File: config.mk
export PLATFORM = sky130hd
export DESIGN_NAME = heartbeat_membership_table
export DESIGN_NICKNAME = d
export VERILOG_FILES = /design/src/hw/rtl/hbmt_pkg.sv /design/src/hw/rtl/hbmt_ctrl.sv /design/src/hw/rtl/hbmt_dp.sv /design/src/hw/rtl/heartbeat_membership_table.sv
export SDC_FILE = /design/constraint.sdc
export NUM_CORES = 2
export LEC_CHECK = 0
export BUFFER_PORTS_ARGS = -buffer_cell sky130_fd_sc_hd__buf_2
export CAP_MARGIN = 0
export CELL_PAD_IN_SITES_DETAIL_PLACEMENT = 1
export CELL_PAD_IN_SITES_GLOBAL_PLACEMENT = 1
export CORE_MARGIN = 5
export CORE_UTILIZATION = 35
export DETAILED_ROUTE_END_ITERATION = 8
export PLACE_DENSITY_LB_ADDON = 0.25
export SKIP_LAST_GASP = 1
export SLEW_MARGIN = 20
export SYNTH_ARGS = -nofsm -noshare
export SYNTH_HDL_FRONTEND = slang
export SYNTH_SLANG_ARGS = --single-unit
File: constraint.sdc
create_clock -name i_clk -period 10.32 [get_ports i_clk]
set_input_delay 2.064 -clock i_clk [delete_from_list [all_inputs] [get_ports i_clk]]
set_output_delay 2.064 -clock i_clk [all_outputs]
set_load 0.01 [all_outputs]
File: src/hw/rtl/hbmt_pkg.sv
// ----------------------------------------------------------------------------
// hbmt_pkg
// Shared types and constants for the heartbeat membership table.
// ----------------------------------------------------------------------------
`default_nettype none
package hbmt_pkg;
    localparam int TABLE_DEPTH = 16;
    localparam int SLOT_W      = $clog2(TABLE_DEPTH);
    localparam int CNT_W       = $clog2(TABLE_DEPTH + 1);

    localparam logic [2:0] EV_TICK    = 3'd0;
    localparam logic [2:0] EV_REMOVED = 3'd1;
    localparam logic [2:0] EV_ADDED   = 3'd2;
    localparam logic [2:0] EV_UPDATED = 3'd3;
    localparam logic [2:0] EV_FAILED  = 3'd4;
    localparam logic [2:0] EV_IGNORED = 3'd5;
    localparam logic [2:0] EV_FULL    = 3'd6;

    localparam logic [2:0] REG_OWN_ID    = 3'd0;
    localparam logic [2:0] REG_OWN_PORT  = 3'd1;
    localparam logic [2:0] REG_INTRO     = 3'd2;
    localparam logic [2:0] REG_FAIL_TCK  = 3'd3;
    localparam logic [2:0] REG_REMOVE_TCK = 3'd4;

    // Commands from controller to datapath
    typedef struct packed {
        logic                load;     // capture input item
        logic                tick_pre; // advance time / own beat
        logic                visit;    // process slot at index
        logic [SLOT_W-1:0]   idx;
        logic                finish;   // apply gossip outcome
        logic                emit_tick;
    } t_cmd;

    // Status from datapath to controller
    typedef struct packed {
        logic is_tick;
        logic sweep_on;    // tick sweep enabled (joined, >=2 members)
        logic gossip_done; // search resolved early
        logic removed;     // slot just visited was removed
    } t_sts;
endpackage
`default_nettype wire

File: src/hw/rtl/hbmt_ctrl.sv
// ----------------------------------------------------------------------------
// hbmt_ctrl
// Sequencer: walks table slots for each item and hands off results.
// ----------------------------------------------------------------------------
`default_nettype none
module hbmt_ctrl (
    input  wire logic          i_clk,
    input  wire logic          i_rst_n,
    input  wire logic          i_in_valid,
    output logic               o_in_ready,
    input  wire logic          i_out_free,
    input  wire hbmt_pkg::t_sts i_sts,
    output hbmt_pkg::t_cmd     o_cmd,
    output logic               o_push,
    output logic               o_push_last
);
    typedef enum logic [2:0] {S_IDLE, S_PRE, S_SCAN, S_WAIT, S_DONE} t_state;
    t_state r_state, n_state;
    logic [hbmt_pkg::SLOT_W-1:0] r_idx, n_idx;
    localparam logic [hbmt_pkg::SLOT_W-1:0] LAST_IDX = hbmt_pkg::SLOT_W'(hbmt_pkg::TABLE_DEPTH-1);

    assign o_in_ready = (r_state == S_IDLE);

    always_comb begin
        n_state = r_state;
        n_idx = r_idx;
        o_cmd = '0;
        o_cmd.idx = r_idx;
        o_push = 1'b0;
        o_push_last = 1'b0;
        case (r_state)
            S_IDLE: begin
                if (i_in_valid) begin
                    o_cmd.load = 1'b1;
                    n_state = S_PRE;
                end
            end
            S_PRE: begin
                o_cmd.tick_pre = i_sts.is_tick;
                n_idx = hbmt_pkg::SLOT_W'(1);
                n_state = S_SCAN;
            end
            S_SCAN: begin
                // one slot per cycle while the output is free; a removal result must find the output free
                if (i_sts.is_tick && !i_sts.sweep_on) begin
                    n_state = S_DONE;
                end else if (!i_sts.is_tick && i_sts.gossip_done) begin
                    n_state = S_DONE;
                end else if (i_out_free) begin
                    o_cmd.visit = 1'b1;
                    if (r_idx == LAST_IDX) n_state = S_WAIT;
                    else n_idx = r_idx + 1'b1;
                end
            end
            S_WAIT: begin
                // removal result of the final slot comes back in status
                n_state = S_DONE;
            end
            S_DONE: begin
                if (i_out_free) begin
                    if (i_sts.is_tick) o_cmd.emit_tick = 1'b1;
                    else o_cmd.finish = 1'b1;
                    o_push = 1'b1;
                    o_push_last = 1'b1;
                    n_state = S_IDLE;
                end
            end
            default: n_state = S_IDLE;
        endcase
        if (r_state == S_SCAN && o_cmd.visit && i_sts.is_tick) o_push = 1'b0;
    end

    always_ff @(posedge i_clk) begin
        if (!i_rst_n) begin
            r_state <= S_IDLE;
            r_idx <= '0;
        end else begin
            r_state <= n_state;
            r_idx <= n_idx;
        end
    end

    property p_scan_start;
        @(posedge i_clk) disable iff (!i_rst_n) (r_state == S_PRE) |=> (r_idx == 1);
    endproperty
    a_scan_start: assert property (p_scan_start) else $error("scan index not 1");
    a_ready_idle: assert property (@(posedge i_clk) disable iff (!i_rst_n)
        $fell(o_in_ready) |-> $past(i_in_valid)) else $error("ready fell without item");
    a_done_push: assert property (@(posedge i_clk) disable iff (!i_rst_n)
        (o_push_last) |-> (r_state == S_DONE)) else $error("last outside done");
endmodule
`default_nettype wire

File: src/hw/rtl/hbmt_dp.sv
// ----------------------------------------------------------------------------
// hbmt_dp
// Datapath: table storage, config registers, per-slot update, result register.
// ----------------------------------------------------------------------------
`default_nettype none
module hbmt_dp (
    input  wire logic          i_clk,
    input  wire logic          i_rst_n,
    input  wire hbmt_pkg::t_cmd i_cmd,
    input  wire logic          i_push,
    input  wire logic          i_push_last,
    output hbmt_pkg::t_sts     o_sts,
    // input item
    input  wire logic          i_op,
    input  wire logic [31:0]   i_member_id,
    input  wire logic [15:0]   i_member_port,
    input  wire logic [31:0]   i_beat_count,
    input  wire logic          i_reported_failed,
    input  wire logic          i_from_join_reply,
    // config write
    input  wire logic          i_cfg_we,
    input  wire logic [2:0]    i_cfg_addr,
    input  wire logic [31:0]   i_cfg_data,
    output logic [31:0]        o_cfg_rdata,
    // result register
    output logic               o_res_valid,
    input  wire logic          i_res_ready,
    output logic [2:0]         o_event_res,
    output logic [31:0]        o_out_id,
    output logic [15:0]        o_out_port,
    output logic [4:0]         o_member_count,
    output logic               o_last,
    output logic               o_out_free
);
    localparam int D = hbmt_pkg::TABLE_DEPTH;
    localparam int SW = hbmt_pkg::SLOT_W;
    localparam int CW = hbmt_pkg::CNT_W;

    // configuration
    logic [31:0] r_own_id;
    logic [15:0] r_own_port, r_fail_ticks, r_remove_ticks;
    logic        r_intro;
    // table
    logic [D-1:0]  r_valid, r_failed;
    logic [31:0]   r_id [D];
    logic [15:0]   r_port [D];
    logic [31:0]   r_beat [D];
    logic [31:0]   r_stamp [D];
    logic [31:0]   r_time;
    logic          r_joined;
    logic [CW-1:0] r_count;
    // item
    logic          r_op, r_rfail, r_jrep;
    logic [31:0]   r_mid, r_mbeat;
    logic [15:0]   r_mport;
    // search result
    logic          r_hit, r_has_free, r_sweep;
    logic [SW-1:0] r_hit_idx, r_free_idx;
    logic          r_rm;
    logic [31:0]   r_rm_id;
    logic [15:0]   r_rm_port;
    // output register
    logic          r_ov;
    logic [2:0]    r_ev;
    logic [31:0]   r_oid;
    logic [15:0]   r_oport;
    logic [4:0]    r_ocnt;
    logic          r_olast;

    logic [SW-1:0] v;
    logic [31:0]   age;
    logic          own_match, slot_match;
    logic [2:0]    g_ev;

    assign v = i_cmd.idx;
    assign age = r_time - r_stamp[v];
    assign slot_match = r_valid[v] && r_id[v] == r_mid && r_port[v] == r_mport;
    assign own_match = r_mid == r_own_id && r_mport == r_own_port;

    assign o_sts.is_tick = ~r_op;
    assign o_sts.sweep_on = r_sweep;
    assign o_sts.gossip_done = own_match || r_hit;
    assign o_sts.removed = r_rm;

    // gossip outcome
    always_comb begin
        if (own_match) g_ev = hbmt_pkg::EV_IGNORED;
        else if (r_hit) begin
            if (r_failed[r_hit_idx]) g_ev = hbmt_pkg::EV_IGNORED;
            else if (r_rfail) g_ev = hbmt_pkg::EV_FAILED;
            else if (r_beat[r_hit_idx] < r_mbeat) g_ev = hbmt_pkg::EV_UPDATED;
            else g_ev = hbmt_pkg::EV_IGNORED;
        end else if (r_rfail) g_ev = hbmt_pkg::EV_IGNORED;
        else if (!r_has_free) g_ev = hbmt_pkg::EV_FULL;
        else g_ev = hbmt_pkg::EV_ADDED;
    end

    always_comb begin
        case (i_cfg_addr)
            hbmt_pkg::REG_OWN_ID:     o_cfg_rdata = r_own_id;
            hbmt_pkg::REG_OWN_PORT:   o_cfg_rdata = {16'd0, r_own_port};
            hbmt_pkg::REG_INTRO:      o_cfg_rdata = {31'd0, r_intro};
            hbmt_pkg::REG_FAIL_TCK:   o_cfg_rdata = {16'd0, r_fail_ticks};
            hbmt_pkg::REG_REMOVE_TCK: o_cfg_rdata = {16'd0, r_remove_ticks};
            default:                  o_cfg_rdata = '0;
        endcase
    end

    // control state
    always_ff @(posedge i_clk) begin
        if (!i_rst_n) begin
            r_own_id <= '0; r_own_port <= '0; r_intro <= 1'b0;
            r_fail_ticks <= 16'd5; r_remove_ticks <= 16'd20;
            r_valid <= D'(1); r_failed <= '0;
            r_time <= '0; r_joined <= 1'b0; r_count <= CW'(1);
            r_ov <= 1'b0; r_rm <= 1'b0; r_op <= 1'b0;
            r_hit <= 1'b0; r_has_free <= 1'b0; r_sweep <= 1'b0;
        end else begin
            // removal of the slot visited this cycle
            r_rm <= i_cmd.visit && (v != '0) && !r_op && r_valid[v] && r_failed[v]
                    && (age > {16'd0, r_remove_ticks});
            if (i_cfg_we) begin
                case (i_cfg_addr)
                    hbmt_pkg::REG_OWN_ID:     r_own_id <= i_cfg_data;
                    hbmt_pkg::REG_OWN_PORT:   r_own_port <= i_cfg_data[15:0];
                    hbmt_pkg::REG_INTRO: begin
                        r_intro <= i_cfg_data[0];
                        if (i_cfg_data[0]) r_joined <= 1'b1;
                    end
                    hbmt_pkg::REG_FAIL_TCK:   r_fail_ticks <= i_cfg_data[15:0];
                    hbmt_pkg::REG_REMOVE_TCK: r_remove_ticks <= i_cfg_data[15:0];
                    default: ;
                endcase
            end
            if (i_cmd.load) begin
                r_op <= i_op;
                r_hit <= 1'b0;
                r_has_free <= 1'b0;
            end
            if (i_cmd.tick_pre) begin
                r_time <= r_time + 32'd1;
                r_sweep <= r_joined && (r_count >= CW'(2));
            end
            if (i_cmd.visit && v != '0) begin
                if (r_op) begin
                    if (!r_valid[v] && !r_has_free) begin
                        r_has_free <= 1'b1;
                    end
                    if (slot_match && !r_hit) r_hit <= 1'b1;
                end else if (r_valid[v]) begin
                    if (!r_failed[v] && age > {16'd0, r_fail_ticks}) begin
                        r_failed[v] <= 1'b1;
                    end else if (r_failed[v] && age > {16'd0, r_remove_ticks}) begin
                        r_valid[v] <= 1'b0;
                        r_count <= r_count - 1'b1;
                    end
                end
            end
            if (i_cmd.finish) begin
                if (r_jrep) r_joined <= 1'b1;
                if (g_ev == hbmt_pkg::EV_FAILED) r_failed[r_hit_idx] <= 1'b1;
                if (g_ev == hbmt_pkg::EV_ADDED) begin
                    r_valid[r_free_idx] <= 1'b1;
                    r_failed[r_free_idx] <= 1'b0;
                    r_count <= r_count + 1'b1;
                end
            end
            // result register: a new result replaces the one draining now
            if (i_push || r_rm) r_ov <= 1'b1;
            else if (r_ov && i_res_ready) r_ov <= 1'b0;
        end
    end

    // payload
    always_ff @(posedge i_clk) begin
        if (i_cfg_we && i_cfg_addr == hbmt_pkg::REG_OWN_ID) r_id[0] <= i_cfg_data;
        if (i_cfg_we && i_cfg_addr == hbmt_pkg::REG_OWN_PORT) r_port[0] <= i_cfg_data[15:0];
        if (i_cmd.load) begin
            r_rfail <= i_reported_failed; r_jrep <= i_from_join_reply;
            r_mid <= i_member_id; r_mport <= i_member_port; r_mbeat <= i_beat_count;
        end
        if (i_cmd.tick_pre && r_joined) begin
            r_beat[0] <= r_beat[0] + 32'd1;
            r_stamp[0] <= r_time + 32'd1;
        end
        if (i_cmd.visit && v != '0) begin
            if (r_op) begin
                if (!r_valid[v] && !r_has_free) r_free_idx <= v;
                if (slot_match && !r_hit) r_hit_idx <= v;
            end else if (r_valid[v] && !r_failed[v] && age > {16'd0, r_fail_ticks}) begin
                r_stamp[v] <= r_time;
            end
            r_rm_id <= r_id[v];
            r_rm_port <= r_port[v];
        end
        if (i_cmd.finish) begin
            if (g_ev == hbmt_pkg::EV_FAILED || g_ev == hbmt_pkg::EV_UPDATED)
                r_stamp[r_hit_idx] <= r_time;
            if (g_ev == hbmt_pkg::EV_UPDATED) r_beat[r_hit_idx] <= r_mbeat;
            if (g_ev == hbmt_pkg::EV_ADDED) begin
                r_id[r_free_idx] <= r_mid; r_port[r_free_idx] <= r_mport;
                r_beat[r_free_idx] <= r_mbeat; r_stamp[r_free_idx] <= r_time;
            end
        end
        if (r_rm) begin
            r_ev <= hbmt_pkg::EV_REMOVED; r_oid <= r_rm_id; r_oport <= r_rm_port;
            r_ocnt <= 5'(r_count); r_olast <= 1'b0;
        end else if (i_cmd.emit_tick) begin
            r_ev <= hbmt_pkg::EV_TICK; r_oid <= '0; r_oport <= '0;
            r_ocnt <= 5'(r_count); r_olast <= i_push_last;
        end else if (i_cmd.finish) begin
            r_ev <= g_ev; r_oid <= r_mid; r_oport <= r_mport;
            r_ocnt <= 5'(r_count + ((g_ev == hbmt_pkg::EV_ADDED) ? CW'(1) : CW'(0)));
            r_olast <= i_push_last;
        end
    end

    // beat/stamp arrays have no reset value; r_bs_init keeps the output busy
    // while it is set from reset (added slots overwrite both beat and stamp)
    logic r_bs_init;
    always_ff @(posedge i_clk) begin
        if (!i_rst_n) r_bs_init <= 1'b1;
        else r_bs_init <= 1'b0;
    end

    assign o_res_valid = r_ov;
    assign o_event_res = r_ev;
    assign o_out_id = r_oid;
    assign o_out_port = r_oport;
    assign o_member_count = r_ocnt;
    assign o_last = r_olast;
    // free when empty or draining; no push pending from a removal; not held by r_bs_init
    assign o_out_free = (!r_ov || i_res_ready) && !r_rm && !r_bs_init;

    a_cnt: assert property (@(posedge i_clk) disable iff (!i_rst_n)
        r_count == CW'($countones(r_valid))) else $error("count mismatch");
    a_own: assert property (@(posedge i_clk) disable iff (!i_rst_n)
        r_valid[0] && !r_failed[0]) else $error("own slot lost");
    a_ovf: assert property (@(posedge i_clk) disable iff (!i_rst_n)
        (r_ov && !i_res_ready) |=> r_ov) else $error("result dropped");
endmodule
`default_nettype wire

File: src/hw/rtl/heartbeat_membership_table.sv
// ----------------------------------------------------------------------------
// heartbeat_membership_table
// Gossip heartbeat failure detector: membership table with tick sweep.
//
// Channel   Dir  Contents
// s_axis    in   tdata: op, member_id, member_port, beat_count, reported_failed,
//                from_join_reply
// m_axis    out  tdata: event_res, out_id, out_port, member_count; tlast: last
// apb       cfg  own_id, own_port, is_introducer, fail_ticks, remove_ticks
//
// The slot walk paces the items: a new item is accepted only from idle, and a
// full walk runs setup, a visit to each of the 15 slots, wait and result, then idle.
// A tick with the sweep off, or gossip for the own entry, skips the visits; gossip
// that matches slot k stops the walk after that slot.
// Reset is synchronous; slot zero is valid, time and joined are cleared.
// Each removal holds the walk, and a stalled result register holds it too.
// ----------------------------------------------------------------------------
`default_nettype none
module heartbeat_membership_table (
    input  wire logic        i_clk,
    input  wire logic        i_rst_n,
    input  wire logic        s_axis_tvalid,
    output logic             s_axis_tready,
    // [0] op, [32:1] member_id, [48:33] member_port, [80:49] beat_count,
    // [81] reported_failed, [82] from_join_reply
    input  wire logic [87:0] s_axis_tdata,
    output logic             m_axis_tvalid,
    input  wire logic        m_axis_tready,
    // [2:0] event_res, [34:3] out_id, [50:35] out_port, [55:51] member_count
    output logic [55:0]      m_axis_tdata,
    output logic             m_axis_tlast,
    input  wire logic        psel,
    input  wire logic        penable,
    input  wire logic        pwrite,
    input  wire logic [4:0]  paddr,
    input  wire logic [31:0] pwdata,
    output logic [31:0]      prdata,
    output logic             pready
);
    hbmt_pkg::t_cmd cmd;
    hbmt_pkg::t_sts sts;
    logic push, push_last, out_free, cfg_we;
    logic [2:0] ev;
    logic [31:0] oid;
    logic [15:0] oport;
    logic [4:0] ocnt;

    assign pready = 1'b1;
    assign cfg_we = psel && penable && pwrite;

    hbmt_ctrl u_ctrl (
        .i_clk(i_clk), .i_rst_n(i_rst_n),
        .i_in_valid(s_axis_tvalid), .o_in_ready(s_axis_tready),
        .i_out_free(out_free), .i_sts(sts), .o_cmd(cmd),
        .o_push(push), .o_push_last(push_last)
    );

    hbmt_dp u_dp (
        .i_clk(i_clk), .i_rst_n(i_rst_n), .i_cmd(cmd),
        .i_push(push), .i_push_last(push_last), .o_sts(sts),
        .i_op(s_axis_tdata[0]), .i_member_id(s_axis_tdata[32:1]),
        .i_member_port(s_axis_tdata[48:33]), .i_beat_count(s_axis_tdata[80:49]),
        .i_reported_failed(s_axis_tdata[81]), .i_from_join_reply(s_axis_tdata[82]),
        .i_cfg_we(cfg_we), .i_cfg_addr(paddr[4:2]), .i_cfg_data(pwdata),
        .o_cfg_rdata(prdata),
        .o_res_valid(m_axis_tvalid), .i_res_ready(m_axis_tready),
        .o_event_res(ev), .o_out_id(oid), .o_out_port(oport),
        .o_member_count(ocnt), .o_last(m_axis_tlast), .o_out_free(out_free)
    );

    assign m_axis_tdata = {ocnt, oport, oid, ev};
endmodule
`default_nettype wire
======== Word-level counts from Yosys, hierarchy flattened ========
Memories as Yosys holds them, arrays and structs flattened. A register that Yosys moved wholly into a read port is not among the register bits.
Cells that the tools add are included.
Widths: inputs -> output; s select.
operators by class
  bitwise logic cells ..................... 8
  muxes and demuxes ....................... 141
  divide/modulo/power cells ............... 0
  equal/unequal tests ..................... 24
  $lt $le $gt $ge ......................... 10
  reductions and logical operators ........ 65
  add/sub/neg operators ................... 7
  multipliers ............................. 0
  shift operators ......................... 0
operators by type and width
  operator               number
  $mux 16                21
  $mux 32                8
  $pmux 32 s5            1
  $reduce_or 32->1       5
  $add 32x1->32 const B  2
  $eq 32x32->1           2
  $gt 32x16->1           2
  $mux 4                 16
  $mux 1                 62
  $mux 5                 10
  $or 16x16->16          3
  $mux 3                 13
  $and 16x16->16         2
  $eq 16x16->1           2
  $lt 32x32->1           1
  $not 16->16            2
  $sub 32x32->32         1
  $logic_and 1x1->1      30
  $eq 3x2->1 const B     6
  $lt 4x5->1 const B     3
  $pmux 3 s5             1
  $bmux 1 s4             3
  $demux 1 s4            3
  $ge 4x1->1 const B     3
  25 further kinds       53
storage, ports and cells
  output and inout port bits .............. 92
  word-level logic and storage cells ...... 293
  input port bits ......................... 132
  bits in latches ......................... 0
  bits in writable memories ............... 1792
  ROM bits ................................ 0
  register bits ........................... 360
  memories kept ........................... 4
memory list
  memory        depth  width  read ports  clocked after memory_dff  wr ports  RTL line       text
  u_dp.r_beat   16     32     2           1                         1         hbmt_dp.sv:47  logic [31:0] r_beat [D];
  u_dp.r_id     16     32     1           1                         2         hbmt_dp.sv:45  logic [31:0] r_id [D];
  u_dp.r_stamp  16     32     1           1                         1         hbmt_dp.sv:48  logic [31:0] r_stamp [D];
  u_dp.r_port   16     16     1           1                         2         hbmt_dp.sv:46  logic [15:0] r_port [D];

======== Depth between registers and ports, before layout ========
  depth after elaboration ................. 18
  gate-level depth with buffers ........... 28
  depth with buffers taken out ............ 22

======== Modules after synthesis ========
From an unflattened synthesis, not the netlist that was laid out.
second synthesis, totals
  cell total of the unflattened synthesis .. 4915
  area, all modules ....................... 88697.6 um2
modules (own cells, without submodules)
  module                      times used  cells each  area each (um2)  sequential area each (um2)
  hbmt_dp                     1           4857        88213.4          62870.3
  hbmt_ctrl                   1           55          466.7            140.1
  heartbeat_membership_table  1           3           17.5             0.0

======== Worst setup path after synthesis ========
Ideal clock, no wire load.
  kind .................................... flip-flop to flip-flop
  start ................................... register with a tool-made name
  end ..................................... memory u_dp.r_stamp[14][0] (enable)
  buffers on the path ..................... 5
  slack ................................... 2.148 ns
  data required time ...................... 9.899 ns
  cell stages (with the launch flop) ...... 28
  period minus slack after synthesis ...... 8.172 ns
  setup time .............................. 0.421 ns
  data arrival time ....................... 7.750 ns
  path through ............................ dfxtp_1 > buf_2 > buf_2 > buf_2 > buf_1 > buf_1 > mux4_2 > mux4_2 > inv_1 > ha_1 > a21oi_1 > nand2_1 > o21ai_1 > nand2_1 > a31oi_1 > o21bai_1 > a21oi_1 > xnor2_1 > ha_1 > nand4_1 > nor2_1 > and3_1 > a221oi_1 > a22o_1 > a41oi_2 > a31oi_1 > or2_2 > nor2_1
RTL lines
  what              RTL line
  end: declaration  hbmt_dp.sv:48

==> results_tabular.tex <==
\begin{tabular}{lr}
\hline
Metric & Value \\
\hline
\multicolumn{2}{l}{\textbf{Placement}} \\
\quad Final RePlAce weighted congestion & approximately 0.8 \\
\quad Sum of net half-perimeters after detailed placement & 152000 um \\
\quad \# port buffers & approximately 220 \\
\multicolumn{2}{l}{\textbf{Pwr}} \\
\quad Internal power contribution & roughly 14000 uW \\
\quad Switching Fraction & 21.7\% \\
\quad Combinational fraction of design power & 3.7\% \\
\quad Switching power & 4000 uW \\
\quad Worst voltage drop across the vdd grid & 163 uV \\
\quad Proportion of power drawn by the clock network & $\sim$44\% \\
\quad Power share of the sequential group & 52.0\% \\
\quad Pwr Density & about 180 nW/um\^{}2 \\
\quad Leakage component of the power & 0.0328 uW \\
\multicolumn{2}{l}{\textbf{Timing}} \\
\quad Max Clock Freq & 113 MHz \\
\quad Transition at the pin with the smallest max-transition slack & 1150 ps \\
\quad Number of max-slew violations in the final report & 0 \\
\quad Final critical-path share of the clock period & 85.9\% \\
\quad Worst Clk Skew & 108 ps \\
\quad Setup-violating endpoint count in the final report & 0 \\
\quad Worst slew margin & 22.6\% \\
\quad Setup Total Neg Slack & 0 ps \\
\quad Hold Violations, Final & 0 \\
\quad Min cycle time layout & 8860 ps \\
\quad RSZ-0062 raised after global routing & false \\
\multicolumn{2}{l}{\textbf{Layout}} \\
\quad Number of fillers in the final layout & 24276 \\
\quad Synthesis-to-layout area growth & 15.6\% \\
\quad Final core area utilization & around two fifths \\
\quad Combined area of the multi-input logic cells & 24200 um\^{}2 \\
\quad Proportion of layout cells with a drive suffix above 1 & 26.0\% \\
\quad Register Area & 63100 um\^{}2 \\
\quad Total Nets Final & around 5500 \\
\multicolumn{2}{l}{\textbf{Logic synthesis}} \\
\quad Post-synthesis register bit count & 2160 \\
\quad Commonest cells post-synth & sky130\_fd\_sc\_hd\_\_edfxtp\_1 (1983), sky130\_fd\_sc\_hd\_\_mux4\_2 (573), sky130\_fd\_sc\_hd\_\_nand2\_1 (450) \\
\quad Cell area after synthesis & 88300 um\^{}2 \\
\quad Post-Syn Nets & 5102 \\
\quad Mean area per synthesized cell & 18.2 um\^{}2 \\
\quad Most area-consuming cells after synthesis & sky130\_fd\_sc\_hd\_\_edfxtp\_1 (67\%), sky130\_fd\_sc\_hd\_\_mux4\_2 (15\%), sky130\_fd\_sc\_hd\_\_dfxtp\_1 (4.0\%) \\
\quad Cell accounting for the most synthesized area & sky130\_fd\_sc\_hd\_\_edfxtp\_1 \\
\quad Cell count after synthesis & 4862 \\
\quad Share of Yosys cell area claimed by the top area cell type & 67.5\% \\
\quad Sequential fraction of the synthesis area & approximately 71\% \\
\quad Most frequently used flop master after synthesis & sky130\_fd\_sc\_hd\_\_edfxtp\_1 \\
\quad Yosys warns & 0 \\
\quad Post-synth EDFFs & between 1500 and 2000 \\
\quad Synth unique cells & 73 \\
\quad Share of flip-flops with an asynchronous set or reset after synthesis & 0\% \\
\quad Most numerous cell in the Yosys netlist & sky130\_fd\_sc\_hd\_\_edfxtp\_1 \\
\multicolumn{2}{l}{\textbf{Clock tree}} \\
\quad Longest Clk Path Bufs & 3 \\
\quad Total number of H-tree levels & 4 \\
\quad Setup Fix Bufs, Post-CTS & 0 \\
\quad Cts-stage hold buffer count & 0 \\
\quad Number of buffers created by CTS & about 230 \\
\quad Quantity of gates resized following cts & 0 \\
\quad Latest clock arrival within the worst-skew pair & 900 ps \\
\quad Clock tree from TritonCTS & built \\
\quad Root buffer cell & sky130\_fd\_sc\_hd\_\_clkbuf\_16 \\
\quad Clock Pin Slew Worst Setup and Hold Paths & 70 ps \\
\quad TritonCTS sink count & 2160 \\
\multicolumn{2}{l}{\textbf{Global routing}} \\
\quad First-pass GRT wire length & 369000 um \\
\quad Largest net degree at the start of global routing & 110 \\
\quad Antenna violations before repair & 18 \\
\quad Overall Global Routing Usage & a little under a fifth \\
\quad Number of global-route vias before repair & roughly 50000 \\
\quad Total global routing overflow & 0 \\
\multicolumn{2}{l}{\textbf{Drt}} \\
\quad Final wirelength & 256000 um \\
\quad Detailed Route Iter0 Violations & 4378 \\
\quad Number of remaining DRC errors & 0 \\
\quad Post-DRT Antenna Nets & 0 \\
\quad DR pass1 iterations & 5 \\
\quad Via density per instance & 5.43 \\
\quad Routed WL per cell & 29.1 um \\
\quad Vias post-DR & 47824 \\
\multicolumn{2}{l}{\textbf{Worst setup path}} \\
\quad WP buf/inv & 4 \\
\quad Critical path's largest stage delay & 990 ps \\
\quad Critical Path Most Common Cell & sky130\_fd\_sc\_hd\_\_buf\_4 \\
\quad Kind of capture point of the worst setup path & flop \\
\quad Critical path arrival & 9340 ps \\
\quad Critical path type & reg -> reg \\
\quad Required time of the critical path & 10800 ps \\
\quad CP max stage cell & sky130\_fd\_sc\_hd\_\_dfxtp\_4 \\
\quad Flop2flop setup slack & $\sim$1500 ps \\
\quad Max Fanout on Critical Path & 39 \\
\quad Cell family with most CP delay & compound AO/OA/AOI/OAI gates \\
\quad Kind of launch point of the worst setup path & flop \\
\quad FF-to-FF path depth & 25 \\
\quad End of the worst register-to-register path & u\_dp.r\_stamp[4][5] \\
\multicolumn{2}{l}{\textbf{Min path}} \\
\quad Hold depth & 1 \\
\quad Class of the tightest hold or removal check & reg -> reg \\
\quad End point of the most critical hold path & u\_dp.r\_valid[0] \\
\quad Beginning of the worst hold path & u\_dp.r\_valid[0] \\
\multicolumn{2}{l}{\textbf{Floorplan}} \\
\quad Floorplan core area & 251000 um\^{}2 \\
\quad Initial Utilization & 35.1\% \\
\quad Die Span X & 512 um \\
\quad Row count & between 150 and 200 \\
\quad Die area & 262000 um\^{}2 \\
\quad Die height & approximately 500 um \\
\quad IO Count & 224 \\
\multicolumn{2}{l}{\textbf{Outcome}} \\
\quad Run status & completed \\
\multicolumn{2}{l}{\textbf{Flow run}} \\
\quad Max Cap Violations & 0 \\
\hline
\end{tabular}
[flip-flops by register name, indices dropped and copies added, names as in the netlist, 5 cells and up, named ones only]
name,cells
u_dp.r_id,512
u_dp.r_valid,16
u_dp.r_beat,512
u_dp.r_remove_ticks,16
u_dp.r_mbeat,32
u_dp.r_own_id,32
u_dp.o_out_port,16
u_dp.r_failed,16
u_dp.o_member_count,5
u_dp.r_mid,32
u_dp.r_fail_ticks,16
u_dp.o_out_id,32
u_dp.r_stamp,512
u_dp.r_time,32
u_dp.r_mport,16
u_dp.r_port,256
u_dp.r_rm_id,32
u_dp.r_count,5
u_dp.r_rm_port,16
u_dp.r_own_port,16
[placed cells by master (no fill, tap or decap), types with 18 or more instances in the layout]
| cell | instances |
|---|---|
| sky130_fd_sc_hd__a211oi_1 | 22 |
| sky130_fd_sc_hd__a21o_1 | 30 |
| sky130_fd_sc_hd__a21oi_1 | 195 |
| sky130_fd_sc_hd__a22o_1 | 65 |
| sky130_fd_sc_hd__a31oi_1 | 19 |
| sky130_fd_sc_hd__and2_1 | 27 |
| sky130_fd_sc_hd__and3_1 | 18 |
| sky130_fd_sc_hd__buf_2 | 215 |
| sky130_fd_sc_hd__buf_4 | 175 |
| sky130_fd_sc_hd__bufinv_16 | 20 |
| sky130_fd_sc_hd__clkbuf_1 | 41 |
| sky130_fd_sc_hd__clkbuf_16 | 229 |
| sky130_fd_sc_hd__clkinv_1 | 52 |
| sky130_fd_sc_hd__clkinv_2 | 50 |
| sky130_fd_sc_hd__dfxtp_1 | 168 |
| sky130_fd_sc_hd__edfxtp_1 | 1983 |
| sky130_fd_sc_hd__ha_1 | 107 |
| sky130_fd_sc_hd__inv_1 | 122 |
| sky130_fd_sc_hd__mux4_2 | 573 |
| sky130_fd_sc_hd__nand2_1 | 448 |
| sky130_fd_sc_hd__nand2b_1 | 18 |
| sky130_fd_sc_hd__nand3_1 | 58 |
| sky130_fd_sc_hd__nand4_1 | 60 |
| sky130_fd_sc_hd__nor2_1 | 133 |
| sky130_fd_sc_hd__nor2_4 | 40 |
| sky130_fd_sc_hd__nor3_1 | 28 |
| sky130_fd_sc_hd__nor4_1 | 25 |
| sky130_fd_sc_hd__o21ai_0 | 53 |
| sky130_fd_sc_hd__xnor2_1 | 133 |
| sky130_fd_sc_hd__xor2_1 | 68 |
[worst register-to-register path, cell delays in order, from the launching register on]
cell and delay (ps):
sky130_fd_sc_hd__dfxtp_4 990, sky130_fd_sc_hd__buf_4 510, sky130_fd_sc_hd__mux4_2 570, sky130_fd_sc_hd__mux4_2 470
sky130_fd_sc_hd__inv_1 180, sky130_fd_sc_hd__ha_1 330, sky130_fd_sc_hd__nand2_1 90, sky130_fd_sc_hd__a21oi_1 40
sky130_fd_sc_hd__o21ai_1 320, sky130_fd_sc_hd__nand2_1 270, sky130_fd_sc_hd__a31oi_1 320, sky130_fd_sc_hd__o21bai_1 100
sky130_fd_sc_hd__a21oi_1 180, sky130_fd_sc_hd__xnor2_1 240, sky130_fd_sc_hd__ha_1 330, sky130_fd_sc_hd__nand4_1 90
sky130_fd_sc_hd__nor2_1 70, sky130_fd_sc_hd__and3_1 190, sky130_fd_sc_hd__a221oi_1 280, sky130_fd_sc_hd__a22o_1 280
sky130_fd_sc_hd__a41oi_2 420, sky130_fd_sc_hd__buf_4 350, sky130_fd_sc_hd__a31oi_1 440, sky130_fd_sc_hd__nand2b_1 370
sky130_fd_sc_hd__nor2_4 600, sky130_fd_sc_hd__buf_4 410
[cell families (layout without fill, tap and decap cells)]
logic type               Yosys count  in the layout  synth area share [%]
XOR/XNOR                         207            207                  2.05
AND/OR/NAND/NOR                  931            931                  4.80
adder cells (fa/ha/maj)          108            108                  1.54
AO/OA/AOI/OAI                    492            492                  3.60
other                              1             10               0.00425
multiplexers                     592            592                  14.8
buffers and inverters            371            955                  1.68
flip-flops                      2160           2160                  71.5
[metal layers]
layer | global-route usage [%] | wire, um | up-vias | part of all wire, %
met5 | 0 | 0 | - | 0
met1 | 26.6 | 110000 | 25827 | 43
met2 | 31.9 | 126000 | 1446 | 49
li1 | - | - | 20218 | -
met4 | 4.73 | 5950 | 0 | 2.3
met3 | 2.79 | 14000 | 333 | 5.5
[final cells by class]
| cell class | count | area share [%] |
|---|---|---|
| Sequential cell | 2160 | 61.9 |
| Inverter | 129 | 0.487 |
| Antenna cell | 9 | 0.0221 |
| Clock inverter | 151 | 1.47 |
| Clock buffer | 276 | 5.85 |
| Multi-Input combinational cell | 2331 | 23.7 |
| Timing Repair Buffer | 399 | 2.52 |
| Tap cell | 3348 | 4.11 |
[worst max-delay path by stage]
stage          slack, ps  cells past startpoint                  end
2_1_floorplan       2150                     27  u_dp.r_stamp[14][0]
3_3_place_gp        1460                     25  u_dp.r_stamp[2][22]
3_5_place_dp        1450                     25  u_dp.r_stamp[2][22]
4_1_cts             1320                     25   u_dp.r_stamp[4][5]
5_1_grt              940                     25   u_dp.r_stamp[4][5]
6_report            1460                     25   u_dp.r_stamp[4][5]
[stage by stage]
| step | total power (uW) | cells | instance area, um^2 | hold slack, ps | worst slack [ps] |
|---|---|---|---|---|---|
| 2_1_floorplan | 10200 | 4862 | 88300 | 410 | 2150 |
| 3_3_place_gp | 10500 | 8367 | 94400 | 433 | 1460 |
| 3_5_place_dp | 10500 | 8367 | 94400 | 433 | 1450 |
| 4_1_cts | 18700 | 8794 | 102000 | 452 | 1320 |
| 5_1_grt | 19100 | 8798 | 102000 | 489 | 940 |
| 6_report | 18500 | 8803 | 102000 | 457 | 1460 |
[power groups by stage]
stage / clock network, uW / logic [uW] / registers, uW
floorplan: 0 / 402 / 9780
global placement: 0 / 685 / 9770
detailed placement: 0 / 697 / 9780
CTS: 8380 / 699 / 9590
global route: 8760 / 739 / 9590
finish: 8180 / 684 / 9590
(Power assumes the default switching activity.)
